$ cat config.mk
export PLATFORM = sky130hd
export DESIGN_NAME = filled_circle_span_generator_top
export DESIGN_NICKNAME = d
export VERILOG_FILES = /design/src/hw/rtl/fcsg_pkg.sv /design/src/hw/rtl/fcsg_dp.sv /design/src/hw/rtl/fcsg_ctrl.sv /design/src/hw/rtl/filled_circle_span_generator_top.sv
export SDC_FILE = /design/constraint.sdc
export NUM_CORES = 1
export LEC_CHECK = 0
export ABC_CLOCK_PERIOD_IN_PS = 20300
export BUFFER_PORTS_ARGS = -buffer_cell sky130_fd_sc_hd__clkbuf_2
export CAP_MARGIN = 20
export CORE_MARGIN = 2
export CORE_UTILIZATION = 55
export DETAILED_ROUTE_END_ITERATION = 8
export PLACE_DENSITY = 0.85
export SYNTH_ARGS = -nofsm -noshare
export SYNTH_HDL_FRONTEND = slang
export SYNTH_HIERARCHICAL = 1
export SYNTH_SLANG_ARGS = --single-unit
$ cat constraint.sdc
create_clock -name clk -period 20.3 [get_ports clk]
set_clock_uncertainty 0.05 [all_clocks]
set_input_delay 4.06 -clock clk [delete_from_list [all_inputs] [get_ports clk]]
set_output_delay 4.06 -clock clk [all_outputs]
set_load 0.005 [all_outputs]
$ cat src/hw/rtl/fcsg_pkg.sv
// ---------------------------------------------------------------------------
// fcsg_pkg
// Shared constants and controller/datapath interface types for the
// filled-circle span generator.
// ---------------------------------------------------------------------------
`default_nettype none

package fcsg_pkg;

  localparam int unsigned MAX_RADIUS_DEF = 64;

  localparam int unsigned COORD_W  = 16;
  localparam int unsigned COLOUR_W = 16;
  localparam int unsigned RADIUS_W = 7;
  localparam int unsigned COUNT_W  = 8;

  // slave word: centre_x, centre_y, radius, fill_colour, zero pad
  localparam int unsigned IN_DATA_W  = 56;
  // master word: x_start, x_end, row_above, row_below, pixel_count, colour
  localparam int unsigned OUT_DATA_W = 88;

  localparam int unsigned CX_LSB  = 0;
  localparam int unsigned CY_LSB  = 16;
  localparam int unsigned RAD_LSB = 32;
  localparam int unsigned COL_LSB = 39;

  // controller -> datapath
  typedef struct packed {
    logic load;      // latch command fields
    logic init_lim;  // lim = r*r
    logic init_yy;   // yy = (r-1)^2
    logic step_x;    // x = x+1
    logic emit;      // load output register
    logic next_row;  // y = y-1
  } cmd_t;

  // datapath -> controller
  typedef struct packed {
    logic cmd_zero;  // incoming radius is zero
    logic can_grow;  // (x+1)^2 + y^2 <= r^2 and x < r
    logic last_row;  // y == 0
    logic out_free;  // output register can take a word
  } status_t;

endpackage

`default_nettype wire

$ cat src/hw/rtl/fcsg_dp.sv
// ---------------------------------------------------------------------------
// fcsg_dp
// Datapath: command registers, incremental x/y square tracking and the
// output word register.
// ---------------------------------------------------------------------------
`default_nettype none

module fcsg_dp #(
  parameter int unsigned MAX_RADIUS = fcsg_pkg::MAX_RADIUS_DEF
) (
  input  wire logic                            clk,
  input  wire logic                            rst,
  input  wire logic [fcsg_pkg::IN_DATA_W-1:0]  s_axis_tdata,
  input  wire fcsg_pkg::cmd_t                  cmd,
  output fcsg_pkg::status_t                    status,
  output logic                                 m_axis_tvalid,
  input  wire logic                            m_axis_tready,
  output logic [fcsg_pkg::OUT_DATA_W-1:0]      m_axis_tdata,
  output logic                                 m_axis_tlast
);

  localparam int unsigned RW  = $clog2(MAX_RADIUS + 1);
  localparam int unsigned SQW = $clog2(2 * (MAX_RADIUS + 1) * (MAX_RADIUS + 1));

  logic [fcsg_pkg::COORD_W-1:0]  cx, cy;
  logic [fcsg_pkg::COLOUR_W-1:0] col;
  logic [RW-1:0]                 rad, x, y;
  logic [SQW-1:0]                lim, xs1, yy;

  logic [fcsg_pkg::RADIUS_W-1:0] radius_in;
  logic [RW-1:0]                 rad_sat;
  logic [SQW-1:0]                probe;

  logic [fcsg_pkg::COORD_W-1:0]  x_start, x_end, row_above, row_below;
  logic [fcsg_pkg::COUNT_W-1:0]  pix_cnt;
  logic [fcsg_pkg::COLOUR_W-1:0] out_col;
  logic                          out_last;

  assign radius_in = s_axis_tdata[fcsg_pkg::RAD_LSB +: fcsg_pkg::RADIUS_W];
  assign rad_sat   = (radius_in > fcsg_pkg::RADIUS_W'(MAX_RADIUS)) ?
                     RW'(MAX_RADIUS) : RW'(radius_in);
  assign probe     = xs1 + yy;

  assign status.cmd_zero = (radius_in == '0);
  assign status.can_grow = (x < rad) && (probe <= lim);
  assign status.last_row = (y == '0);
  assign status.out_free = !m_axis_tvalid || m_axis_tready;

  always_ff @(posedge clk) begin
    if (cmd.load) begin
      cx  <= s_axis_tdata[fcsg_pkg::CX_LSB +: fcsg_pkg::COORD_W];
      cy  <= s_axis_tdata[fcsg_pkg::CY_LSB +: fcsg_pkg::COORD_W];
      col <= s_axis_tdata[fcsg_pkg::COL_LSB +: fcsg_pkg::COLOUR_W];
      rad <= rad_sat;
      x   <= RW'(1);
      xs1 <= SQW'(4);
      y   <= rad_sat - RW'(1);
    end
    if (cmd.init_lim) begin
      lim <= SQW'(rad) * SQW'(rad);
    end
    if (cmd.init_yy) begin
      // (r-1)^2 = r^2 - 2r + 1
      yy <= lim - (SQW'(rad) << 1) + SQW'(1);
    end
    if (cmd.step_x) begin
      // (x+2)^2 - (x+1)^2 = 2x + 3
      x   <= x + RW'(1);
      xs1 <= xs1 + (SQW'(x) << 1) + SQW'(3);
    end
    if (cmd.next_row) begin
      // y^2 - (y-1)^2 = 2y - 1
      y  <= y - RW'(1);
      yy <= yy - ((SQW'(y) << 1) - SQW'(1));
    end
    if (cmd.emit) begin
      x_start   <= cx - fcsg_pkg::COORD_W'(x);
      x_end     <= cx + fcsg_pkg::COORD_W'(x) - fcsg_pkg::COORD_W'(1);
      row_above <= cy - fcsg_pkg::COORD_W'(y);
      row_below <= cy + fcsg_pkg::COORD_W'(y);
      pix_cnt   <= fcsg_pkg::COUNT_W'({x, 1'b0});
      out_col   <= col;
      out_last  <= (y == '0);
    end
  end

  always_ff @(posedge clk) begin
    if (rst) begin
      m_axis_tvalid <= 1'b0;
    end else if (cmd.emit) begin
      m_axis_tvalid <= 1'b1;
    end else if (m_axis_tready) begin
      m_axis_tvalid <= 1'b0;
    end
  end

  assign m_axis_tdata = {out_col, pix_cnt, row_below, row_above, x_end, x_start};
  assign m_axis_tlast = out_last;

endmodule

`default_nettype wire

$ cat src/hw/rtl/fcsg_ctrl.sv
// ---------------------------------------------------------------------------
// fcsg_ctrl
// Controller: takes a command, sequences setup, the x search and the
// per-row word emission.
// ---------------------------------------------------------------------------
`default_nettype none

module fcsg_ctrl (
  input  wire logic               clk,
  input  wire logic               rst,
  input  wire logic               s_axis_tvalid,
  output logic                    s_axis_tready,
  input  wire fcsg_pkg::status_t  status,
  output fcsg_pkg::cmd_t          cmd
);

  localparam logic [1:0] ST_IDLE   = 2'd0;
  localparam logic [1:0] ST_LIM    = 2'd1;
  localparam logic [1:0] ST_YY     = 2'd2;
  localparam logic [1:0] ST_SEARCH = 2'd3;

  logic [1:0] state, state_next;

  assign s_axis_tready = (state == ST_IDLE);

  always_comb begin
    state_next = state;
    cmd        = '0;
    unique case (state)
      ST_IDLE: begin
        if (s_axis_tvalid) begin
          cmd.load = 1'b1;
          if (!status.cmd_zero) begin
            state_next = ST_LIM;
          end
        end
      end
      ST_LIM: begin
        cmd.init_lim = 1'b1;
        state_next   = ST_YY;
      end
      ST_YY: begin
        cmd.init_yy = 1'b1;
        state_next  = ST_SEARCH;
      end
      ST_SEARCH: begin
        priority if (status.can_grow) begin
          cmd.step_x = 1'b1;
        end else if (status.out_free) begin
          cmd.emit = 1'b1;
          if (status.last_row) begin
            state_next = ST_IDLE;
          end else begin
            cmd.next_row = 1'b1;
          end
        end else begin
          state_next = ST_SEARCH;
        end
      end
      default: state_next = ST_IDLE;
    endcase
  end

  always_ff @(posedge clk) begin
    if (rst) begin
      state <= ST_IDLE;
    end else begin
      state <= state_next;
    end
  end

endmodule

`default_nettype wire

$ cat src/hw/rtl/filled_circle_span_generator_top.sv
// ---------------------------------------------------------------------------
// filled_circle_span_generator_top
// Filled-circle rasterizer: one command word in, one span word per row
// offset out.
// ---------------------------------------------------------------------------
// A command (centre, radius, colour) yields r span words, r being the radius
// clipped to MAX_RADIUS, for row offsets y = r-1 down to 0; radius zero yields
// nothing. Each word carries the columns centre_x-x .. centre_x+x-1, where x
// is the widest half-width with x*x + y*y <= r*r, the two rows centre_y-y and
// centre_y+y, the pixel count 2x and the colour; tlast marks the centre row,
// whose two rows coincide. All coordinates wrap modulo 2^16. A command first
// sets up r*r and then (r-1)^2, then runs the search loop sequenced by the
// controller, which either increments x or emits the current row once the
// output register can take a word. x only grows as y falls, so its squares
// are tracked by adds. The slave side takes a new command only once the last
// word of the previous one has been placed in the output register; that
// register lets the search continue while a finished word waits on the
// master side.
// ---------------------------------------------------------------------------
`default_nettype none

module filled_circle_span_generator_top #(
  parameter int unsigned MAX_RADIUS = fcsg_pkg::MAX_RADIUS_DEF
) (
  input  wire logic                           clk,
  input  wire logic                           rst,
  // command word
  input  wire logic                           s_axis_tvalid,
  output logic                                s_axis_tready,
  // [15:0] centre_x, [31:16] centre_y, [38:32] radius, [54:39] fill_colour
  input  wire logic [fcsg_pkg::IN_DATA_W-1:0] s_axis_tdata,
  // span word
  output logic                                m_axis_tvalid,
  input  wire logic                           m_axis_tready,
  // [15:0] span_x_start, [31:16] span_x_end, [47:32] row_above,
  // [63:48] row_below, [71:64] pixel_count, [87:72] span_colour
  output logic [fcsg_pkg::OUT_DATA_W-1:0]     m_axis_tdata,
  output logic                                m_axis_tlast  // last_span
);

  fcsg_pkg::cmd_t    cmd;
  fcsg_pkg::status_t status;

  fcsg_ctrl u_ctrl (
    .clk           (clk),
    .rst           (rst),
    .s_axis_tvalid (s_axis_tvalid),
    .s_axis_tready (s_axis_tready),
    .status        (status),
    .cmd           (cmd)
  );

  fcsg_dp #(
    .MAX_RADIUS (MAX_RADIUS)
  ) u_dp (
    .clk           (clk),
    .rst           (rst),
    .s_axis_tdata  (s_axis_tdata),
    .cmd           (cmd),
    .status        (status),
    .m_axis_tvalid (m_axis_tvalid),
    .m_axis_tready (m_axis_tready),
    .m_axis_tdata  (m_axis_tdata),
    .m_axis_tlast  (m_axis_tlast)
  );

  // no search or emit while a new command may be taken
  a_busy_excl: assert property (@(posedge clk) disable iff (rst)
    !(s_axis_tready && (cmd.step_x || cmd.emit || cmd.next_row)))
    else $error("datapath stepped while idle");

  // an emitted word shows up on the master side next cycle
  a_emit_valid: assert property (@(posedge clk) disable iff (rst)
    cmd.emit |=> m_axis_tvalid)
    else $error("emitted word not presented");

  // every span covers at least two pixels
  a_count_nz: assert property (@(posedge clk) disable iff (rst)
    m_axis_tvalid |-> (m_axis_tdata[71:64] != 8'd0))
    else $error("zero pixel count");

  // centre row word has both rows equal
  a_last_rows: assert property (@(posedge clk) disable iff (rst)
    (m_axis_tvalid && m_axis_tlast) |-> (m_axis_tdata[47:32] == m_axis_tdata[63:48]))
    else $error("last span rows differ");

endmodule

`default_nettype wire
Word level (Yosys, flattened, before mapping)
Index checks and enable logic that the tools add are counted.
{ "totals": {"regBits": 202, "input_bits": 60, "output_inout_bits": 91, "wordCells": 81} }
{ "classes": {"n_addsub": 15, "mul": 1, "magnitude_cmp": 3, "n_eq_ne": 7, "muxes": 26, "n_reduce_logical": 11} }
{ "ops": {"columns": ["operator", "n"], "rows": [
  ["$mux W14", 4],
  ["$mux W7", 5],
  ["$add A16 B7 Y16", 2],
  ["$sub A16 B7 Y16", 2],
  ["$sub A16 B1 Y16 const B", 1],
  ["$add A14 B1 Y14 const B", 1],
  ["$add A14 B14 Y14", 1],
  ["$add A14 B2 Y14 const B", 1],
  ["$add A14 B8 Y14", 1],
  ["$le A14 B14 Y1", 1],
  ["$logic_not A7 Y1", 2],
  ["$mul A7 B7 Y14", 1],
  ["$mux W2", 7],
  ["$sub A14 B14 Y14", 1],
  ["$sub A14 B8 Y14", 1],
  ["$sub A7 B1 Y7 const B", 2],
  ["$sub A8 B1 Y9 const B", 1],
  ["$mux W1", 8],
  ["$pmux W2 S4", 1],
  ["$reduce_bool A2 Y1", 4],
  ["$add A7 B1 Y7 const B", 1],
  ["$gt A7 B7 Y1 const B", 1],
  ["$lt A7 B7 Y1", 1],
  ["$ne A2 B2 Y1 const B", 3],
  ["other kinds (9)", 10]
]} }

Logic depth before layout (Yosys ltp)
Gate-level depths: netlist of run 1.
{ "depth": {"depth_word": 6, "mapped_depth": 24, "mapped_depth_nobuf": 23} }

Modules after synthesis
The synthesis of run 1 kept the hierarchy.
{ "by_module_without_submodules": {"columns": ["mod", "instances", "cells_each", "area_each_um2", "seq_area_each_um2"], "rows": [
  ["fcsg_dp", 1, 1099, 12608.3, 5935.7],
  ["fcsg_ctrl", 1, 14, 125.1, 40.0]
]} }

Worst setup path after synthesis of run 1
No wires, ideal clock.
{ "synth_path": {"path_type": "input to register", "startpoint": "input port m_axis_tready", "endpoint": "register u_dp.y[6] (data pin)", "setup_ps": 273, "t_arrival_ps": 8045, "required_ps": 19977, "path_slack_ps": 11932, "path_stages": 9, "path_buffers": 1, "path_cell_list": "nand2b_1 and4b_1 nor2b_1 clkbuf_1 mux2i_1 ha_1 nand2_1 a2111oi_0 xnor2_1"} }
{ "synth_lines": {"columns": ["item", "line_no", "rtl"], "rows": [
  ["from (decl)", "filled_circle_span_generator_top.sv:34", "input wire logic m_axis_tready,"],
  ["to (signal assigned)", "fcsg_dp.sv:57", "y <= rad_sat - RW'(1);"],
  ["to (signal assigned)", "fcsg_dp.sv:73", "y <= y - RW'(1);"],
  ["to (decl)", "fcsg_dp.sv:27", "logic [RW-1:0] rad, x, y;"]
]} }

==> results of run 1 <==
## layer usage
metal | vias to the layer above | share of wire (%) | global-route usage (%)
met5 | - | 0 | 0
li1 | 4282 | - | -
met1 | 4276 | 43 | 29.7
met3 | 41 | 5.0 | 3.75
met4 | 0 | 1.9 | 6.51
met2 | 284 | 50 | 39.1
## synth_stat cells, drive strengths merged, types with 4 or more instances
library cell | n | area share (%)
nor2b | 27 | 1.3
o21ai | 38 | 1.5
nor2 | 63 | 1.9
ha | 156 | 15
xnor2 | 88 | 6.1
o21bai | 12 | 0.71
fa | 21 | 3.3
or3 | 9 | 0.60
o31a | 4 | 0.28
and2 | 16 | 0.79
a31oi | 7 | 0.34
nand2b | 12 | 0.59
nand3 | 21 | 0.83
a2111oi | 4 | 0.28
nand2 | 46 | 1.4
mux2i | 15 | 1.2
a211oi | 6 | 0.39
xor2 | 34 | 2.3
o211ai | 10 | 0.59
inv | 124 | 3.7
a21o | 23 | 1.4
or2 | 6 | 0.29
edfxtp | 197 | 46
nor3 | 15 | 0.59
nand4 | 6 | 0.29
and3 | 13 | 0.64
clkbuf | 10 | 0.29
a21oi | 70 | 2.8
o21a | 17 | 1.0
or4 | 4 | 0.24
## metrics by stage
| stage | hold slack (ps) | cells |
|---|---|---|
| detailed placement | 355 | 1536 |
| floorplan | 350 | 1113 |
| global route | 372 | 1568 |
| finish | 368 | 1568 |
| CTS | 371 | 1568 |
| global placement | 350 | 1536 |
## flip-flops by register name, indices dropped and copies added, names as in the netlist
register	count
u_dp/lim	13
u_dp/m_axis_tvalid	1
u_dp/x_start	16
u_dp/cy	16
u_dp/x	7
u_dp/m_axis_tlast	1
u_dp/row_below	15
u_dp/pix_cnt	7
u_dp/rad	7
u_dp/xs1	14
u_dp/out_col	16
u_dp/col	16
u_dp/x_end	16
u_dp/y	7
u_dp/yy	14
u_dp/row_above	16
u_ctrl/state	2
u_dp/cx	16
## critical path, stage by stage
cell and delay, ps:
clkbuf_2 70, nand2b_1 150, and4b_4 340, nor2b_2 420
buf_4 400, mux2i_1 380, nand2_1 120, a2111oi_0 460
xnor2_1 130
## where the power goes
part           switching [mW]  total, mW  internal, mW
Combinational           0.245      0.443         0.198
Sequential             0.0260      0.536         0.510
Clock                   0.171      0.338         0.167
## final cells by class
cell class | instances | area share [%]
well taps | 285 | 2.48
flip-flops and latches | 200 | 41.5
multi-input cells | 776 | 43.3
repair buffers | 151 | 5.30
clock inverters | 15 | 1.23
inverters | 124 | 3.23
clock buffers | 17 | 2.95
## cells by family (layout without fill, tap and decap cells)
kind of cell	after synthesis	in the layout	share of synthesized area [%]
and+or+nand+nor	249	249	10.1
AOI/OAI and AO/OA	211	211	10.5
adders and majority gates	177	177	18.6
other	1	1	0.0294
xor gates and xnor gates	122	122	8.39
buffers and inverters	137	307	4.16
DFF	200	200	46.9
muxes	16	16	1.27
## worst paths after layout
check        slack, ps         endpoint          start  depth (start not counted)
max              13870        u_dp/y[6]  m_axis_tready                          9
min                370  u_dp/out_col[9]    u_dp/col[9]                          0
max reg2reg      14280        u_dp/y[6]     u_dp/yy[0]                         23
min reg2reg        370  u_dp/out_col[9]    u_dp/col[9]                          0
==> impl_metrics.json, run 1 <==
{
  "status": "completed",
  "grt.overflow.total": 0,
  "viasPerCell": 5.67,
  "core_sq_um": 22700,
  "drtIter0Drc": 676,
  "tns_ps": 0,
  "initial_utilization_pct": 56.1,
  "postCtsSetupBuffers": 0,
  "p_leak_nw": 6.15,
  "n_fill_cell": 1639,
  "fp.dieH_um": 156,
  "gp_congestion": 0.867,
  "synth_area_sq_um": 12700,
  "clk_latency_ps": 440,
  "finalInstanceArea_sq_um": 14400,
  "syn-num-nets": 1350,
  "clockRootBuffer": "clkbuf_16",
  "worst_ep_required_time_ps": 20430,
  "hpwl_mm": 20.0,
  "rows": 55,
  "min_path_type": "flip-flop to flip-flop",
  "die_x_um": 156,
  "wire_per_inst_um": 17.1,
  "ctsResizeCount": 0,
  "rsz0062_at_grt": "false",
  "yosysWarnings": 6,
  "grt_pass1_wl_mm": 43.8,
  "ios": 151,
  "setup_violations": 0,
  "drc": 0,
  "num_vias": 8883,
  "cts.sinks": 200,
  "final_max_slew_viol_count": 0,
  "critical_path_class": "input pin to flip-flop",
  "hold_viol_final": 0,
  "p_per_area_nw_per_um2": 91.4,
  "crit_fanout": 27,
  "worst_slew_pin_slew_ps": 1040,
  "placedInstanceArea_sq_um": 13800,
  "port_buffers": 148,
  "setup_ws_ps": 13870,
  "cp-start-kind": "input pin",
  "timing.slew.headroom_pct": 30.3,
  "synthArstFlopShare_pct": 0,
  "grt_max_degree": 83,
  "synth-edff-count": 197,
  "drive_above_1_share_pct": 15.6,
  "pre_cts_ws_ps": 13490,
  "antenna_found_initial": 0,
  "regArea_sq_um": 5980,
  "firstDrtPassIters": 5,
  "final_cell_mix": "edfxtp_1 (197), ha_1 (156), clkbuf_2 (148), inv_1 (124), xnor2_1 (88)",
  "diodes": 0,
  "drt-total-wl_mm": 26.8,
  "detail-route-antenna-nets": 0,
  "arrival_ps": 6550,
  "fmaxAchievable_mhz": 156,
  "path_clk_slew_ps": 80,
  "gr-usage-all-layers_pct": 22.7,
  "utilization_pct": 63.4,
  "post-route-min-period_ps": 6430,
  "synth_ff_type": "edfxtp_1",
  "min_period_over_period_pct": 31.7,
  "vdd_drop_max_mv": 0.0586,
  "die_area_sq_um": 24400,
  "num-nets-final": 1507,
  "syn_inst": 1113,
  "hold_buffers": 0,
  "clockBufferDepth": 2,
  "maxCapViolations": 0,
  "p_total_mw": 1.32,
  "areaGrowthSynthToFinish_pct": 13.1,
  "cts_made_buffers": 17,
  "grt_pass1_vias": 8993,
  "crit_path_end_kind": "flip-flop",
  "htree_levels": 4,
  "cts_tree": "done",
  "ys_seq_elements": 200,
  "synth_cell_types": 57,
  "multi_input_area_sq_um": 6240,
  "layout_commonest_cell": "edfxtp_1",
  "yosysSeqAreaShare_pct": 46.9,
  "synth.avg_cell_area_sq_um": 11.4
}
Power figures use the tool's default switching activity.
==> run 2, diff against run 1 <==
Settings changed: ABC_CLOCK_PERIOD_IN_PS 20300 to 6200.
Clock period 20.3 ns to 6.2 ns, I/O delays scaled along.
==> run 2 against run 1 <==
  * Sequential share of layout area down 0.090 points
  * Register-to-register slack worse by 14000 ps
  * Final cell count up 0.13%
  * Count of clock-buffer cells in the layout up 1
  * Routed wire length up 1.2%
==> impl_metrics.json, run 2 (same netlist as run 1, synthesis figures left out) <==
{
  "status": "completed",
  "n_fill_cell": 1671,
  "regArea_sq_um": 5980,
  "gp_congestion": 0.863,
  "detail-route-antenna-nets": 0,
  "num-nets-final": 1509,
  "p_total_mw": 4.37,
  "clk_latency_ps": 450,
  "vdd_drop_max_mv": 0.179,
  "pwr-share-comb_pct": 33.5,
  "drive_above_1_share_pct": 15.7,
  "htree_levels": 4,
  "clkPwrFrac_pct": 26.5,
  "grt.overflow.total": 0,
  "p_per_area_nw_per_um2": 303,
  "r2r-end": "u_dp/y[6]",
  "clockRootBuffer": "clkbuf_16",
  "worst_slew_pin_slew_ps": 1060,
  "drt-total-wl_mm": 27.1,
  "grt_pass1_wl_mm": 42.8,
  "multi_input_area_sq_um": 6240,
  "clockBufferDepth": 2,
  "min_period_over_period_pct": 91.8,
  "die_x_um": 156,
  "port_buffers": 148,
  "p_int_mw": 2.93,
  "worst_ep_required_time_ps": 6330,
  "wire_per_inst_um": 17.3,
  "arrival_ps": 5830,
  "areaGrowthSynthToFinish_pct": 13.3,
  "crit_path_end_kind": "flip-flop",
  "holdPathStages": 0,
  "final_cell_mix": "edfxtp_1 (197), ha_1 (156), clkbuf_2 (148), inv_1 (124), xnor2_1 (88)",
  "grt_max_degree": 84,
  "min_path_type": "flip-flop to flip-flop",
  "drc": 0,
  "initial_utilization_pct": 56.1,
  "grt_pass1_vias": 8945,
  "crit_fanout": 12,
  "path_clk_slew_ps": 80,
  "diodes": 0,
  "dp.cells": 1537,
  "gr-usage-all-layers_pct": 22.5,
  "num_vias": 8913,
  "min_to": "u_dp/out_col[12]",
  "antenna_found_initial": 0,
  "power_frac_seq_pct": 40.1,
  "ios": 151,
  "fin_cells": 1570,
  "maxCapViolations": 0,
  "r2r-start": "u_dp/yy[0]",
  "viasPerCell": 5.68,
  "setup_violations": 0,
  "pre_cts_ws_ps": 410,
  "p_leak_nw": 6.18,
  "fmaxAchievable_mhz": 176,
  "cts_made_buffers": 17,
  "rows": 55,
  "cp-start-kind": "flip-flop",
  "cts_tree": "done",
  "die_area_sq_um": 24400,
  "post-route-min-period_ps": 5690,
  "critical_path_class": "flip-flop to flip-flop",
  "rsz0062_at_grt": "false",
  "ff2ff_setup_slack_ps": 510,
  "tns_ps": 0,
  "hold_buffers": 0,
  "setup_ws_ps": 507,
  "utilization_pct": 63.5,
  "swShare_pct": 32.9,
  "firstDrtPassIters": 5,
  "hold_viol_final": 0,
  "cts.sinks": 200,
  "min_from": "u_dp/col[12]",
  "hpwl_mm": 20.1,
  "worstRegToRegCells": 23,
  "timing.slew.headroom_pct": 29.1,
  "layout_commonest_cell": "edfxtp_1",
  "fp.dieH_um": 156,
  "drtIter0Drc": 806,
  "core_sq_um": 22700,
  "switchingPower_mw": 1.44,
  "final_max_slew_viol_count": 0
}
-- run 2: cell types whose count changed in the layout (fill, tap and decap cells not counted) --
| cell | previous run | this run |
|---|---|---|
| clkinv_8 | 5 | 2 |
| inv_6 | 2 | 3 |
| inv_12 | 1 | 0 |
| nor2b_2 | 1 | 0 |
| clkbuf_1 | 0 | 1 |
| inv_8 | 3 | 4 |
| nor2b_4 | 0 | 1 |
| clkinv_2 | 0 | 1 |
| buf_4 | 3 | 5 |
| clkinv_1 | 1 | 0 |
| bufinv_16 | 0 | 2 |
| clkinv_4 | 2 | 1 |
-- run 2: layer usage --
layer | global-route usage (%) | part of all wire (%)
met5 | 0 | 0
met4 | 7.34 | 2.0
met3 | 4.47 | 6.4
met2 | 39.0 | 50
met1 | 28.4 | 42
-- run 2: how the worst max path moves through the flow --
stage,to,slack (ps),startpoint,depth (start not counted)
final,u_dp/y[6],510,u_dp/yy[0],23
after global routing,u_dp/y[6],40,u_dp/yy[0],23
after CTS,u_dp/y[6],400,u_dp/yy[0],23
after detailed placement,u_dp/y[6],410,u_dp/yy[0],23
after global placement,u_dp/y[6],680,u_dp/yy[0],23
after floorplan,u_dp/y[6],250,u_dp/yy[0],24
-- run 2: power by group through the flow --
stage	clock network (mW)	registers [mW]	logic (mW)
2_1_floorplan	0	1.75	1.11
3_3_place_gp	0	1.77	1.35
3_5_place_dp	0	1.78	1.42
4_1_cts	1.17	1.75	1.45
5_1_grt	1.22	1.76	1.64
6_report	1.16	1.75	1.46
-- run 2: final cells by class --
| cell class | count | area share, % |
|---|---|---|
| clock buffer | 18 | 2.97 |
| clock inverter | 14 | 1.28 |
| inverter | 124 | 3.23 |
| multi-input combinational | 776 | 43.2 |
| sequential | 200 | 41.4 |
| tap | 285 | 2.47 |
| timing repair buffer | 153 | 5.39 |
-- run 2: worst max-delay path, stage by stage, from the launching register on --
cell	delay [ps]
edfxtp_1	440
ha_1	240
inv_1	70
fa_1	400
nor2b_1	200
o31a_1	220
o211ai_1	120
a21oi_1	140
o21ai_0	130
nor2b_1	170
xnor2_1	130
ha_1	270
nand4_1	130
nor2_1	160
o21ai_0	100
o211ai_1	90
a21oi_1	200
and4b_4	450
nor2b_4	360
mux2i_1	340
ha_1	270
nand2_1	70
a2111oi_0	560
xnor2_1	140
-- run 2: stage by stage --
step           instance area (sq um)  hold WS, ps
2_1_floorplan                  12700          350
3_3_place_gp                   13800          351
3_5_place_dp                   13800          355
4_1_cts                        14400          372
5_1_grt                        14400          381
6_report                       14400          367
-- run 2: repair_timing --
action,CTS,global route
buffers inserted,0,0
gates resized for setup,0,1
setup endpoints to repair,0,1
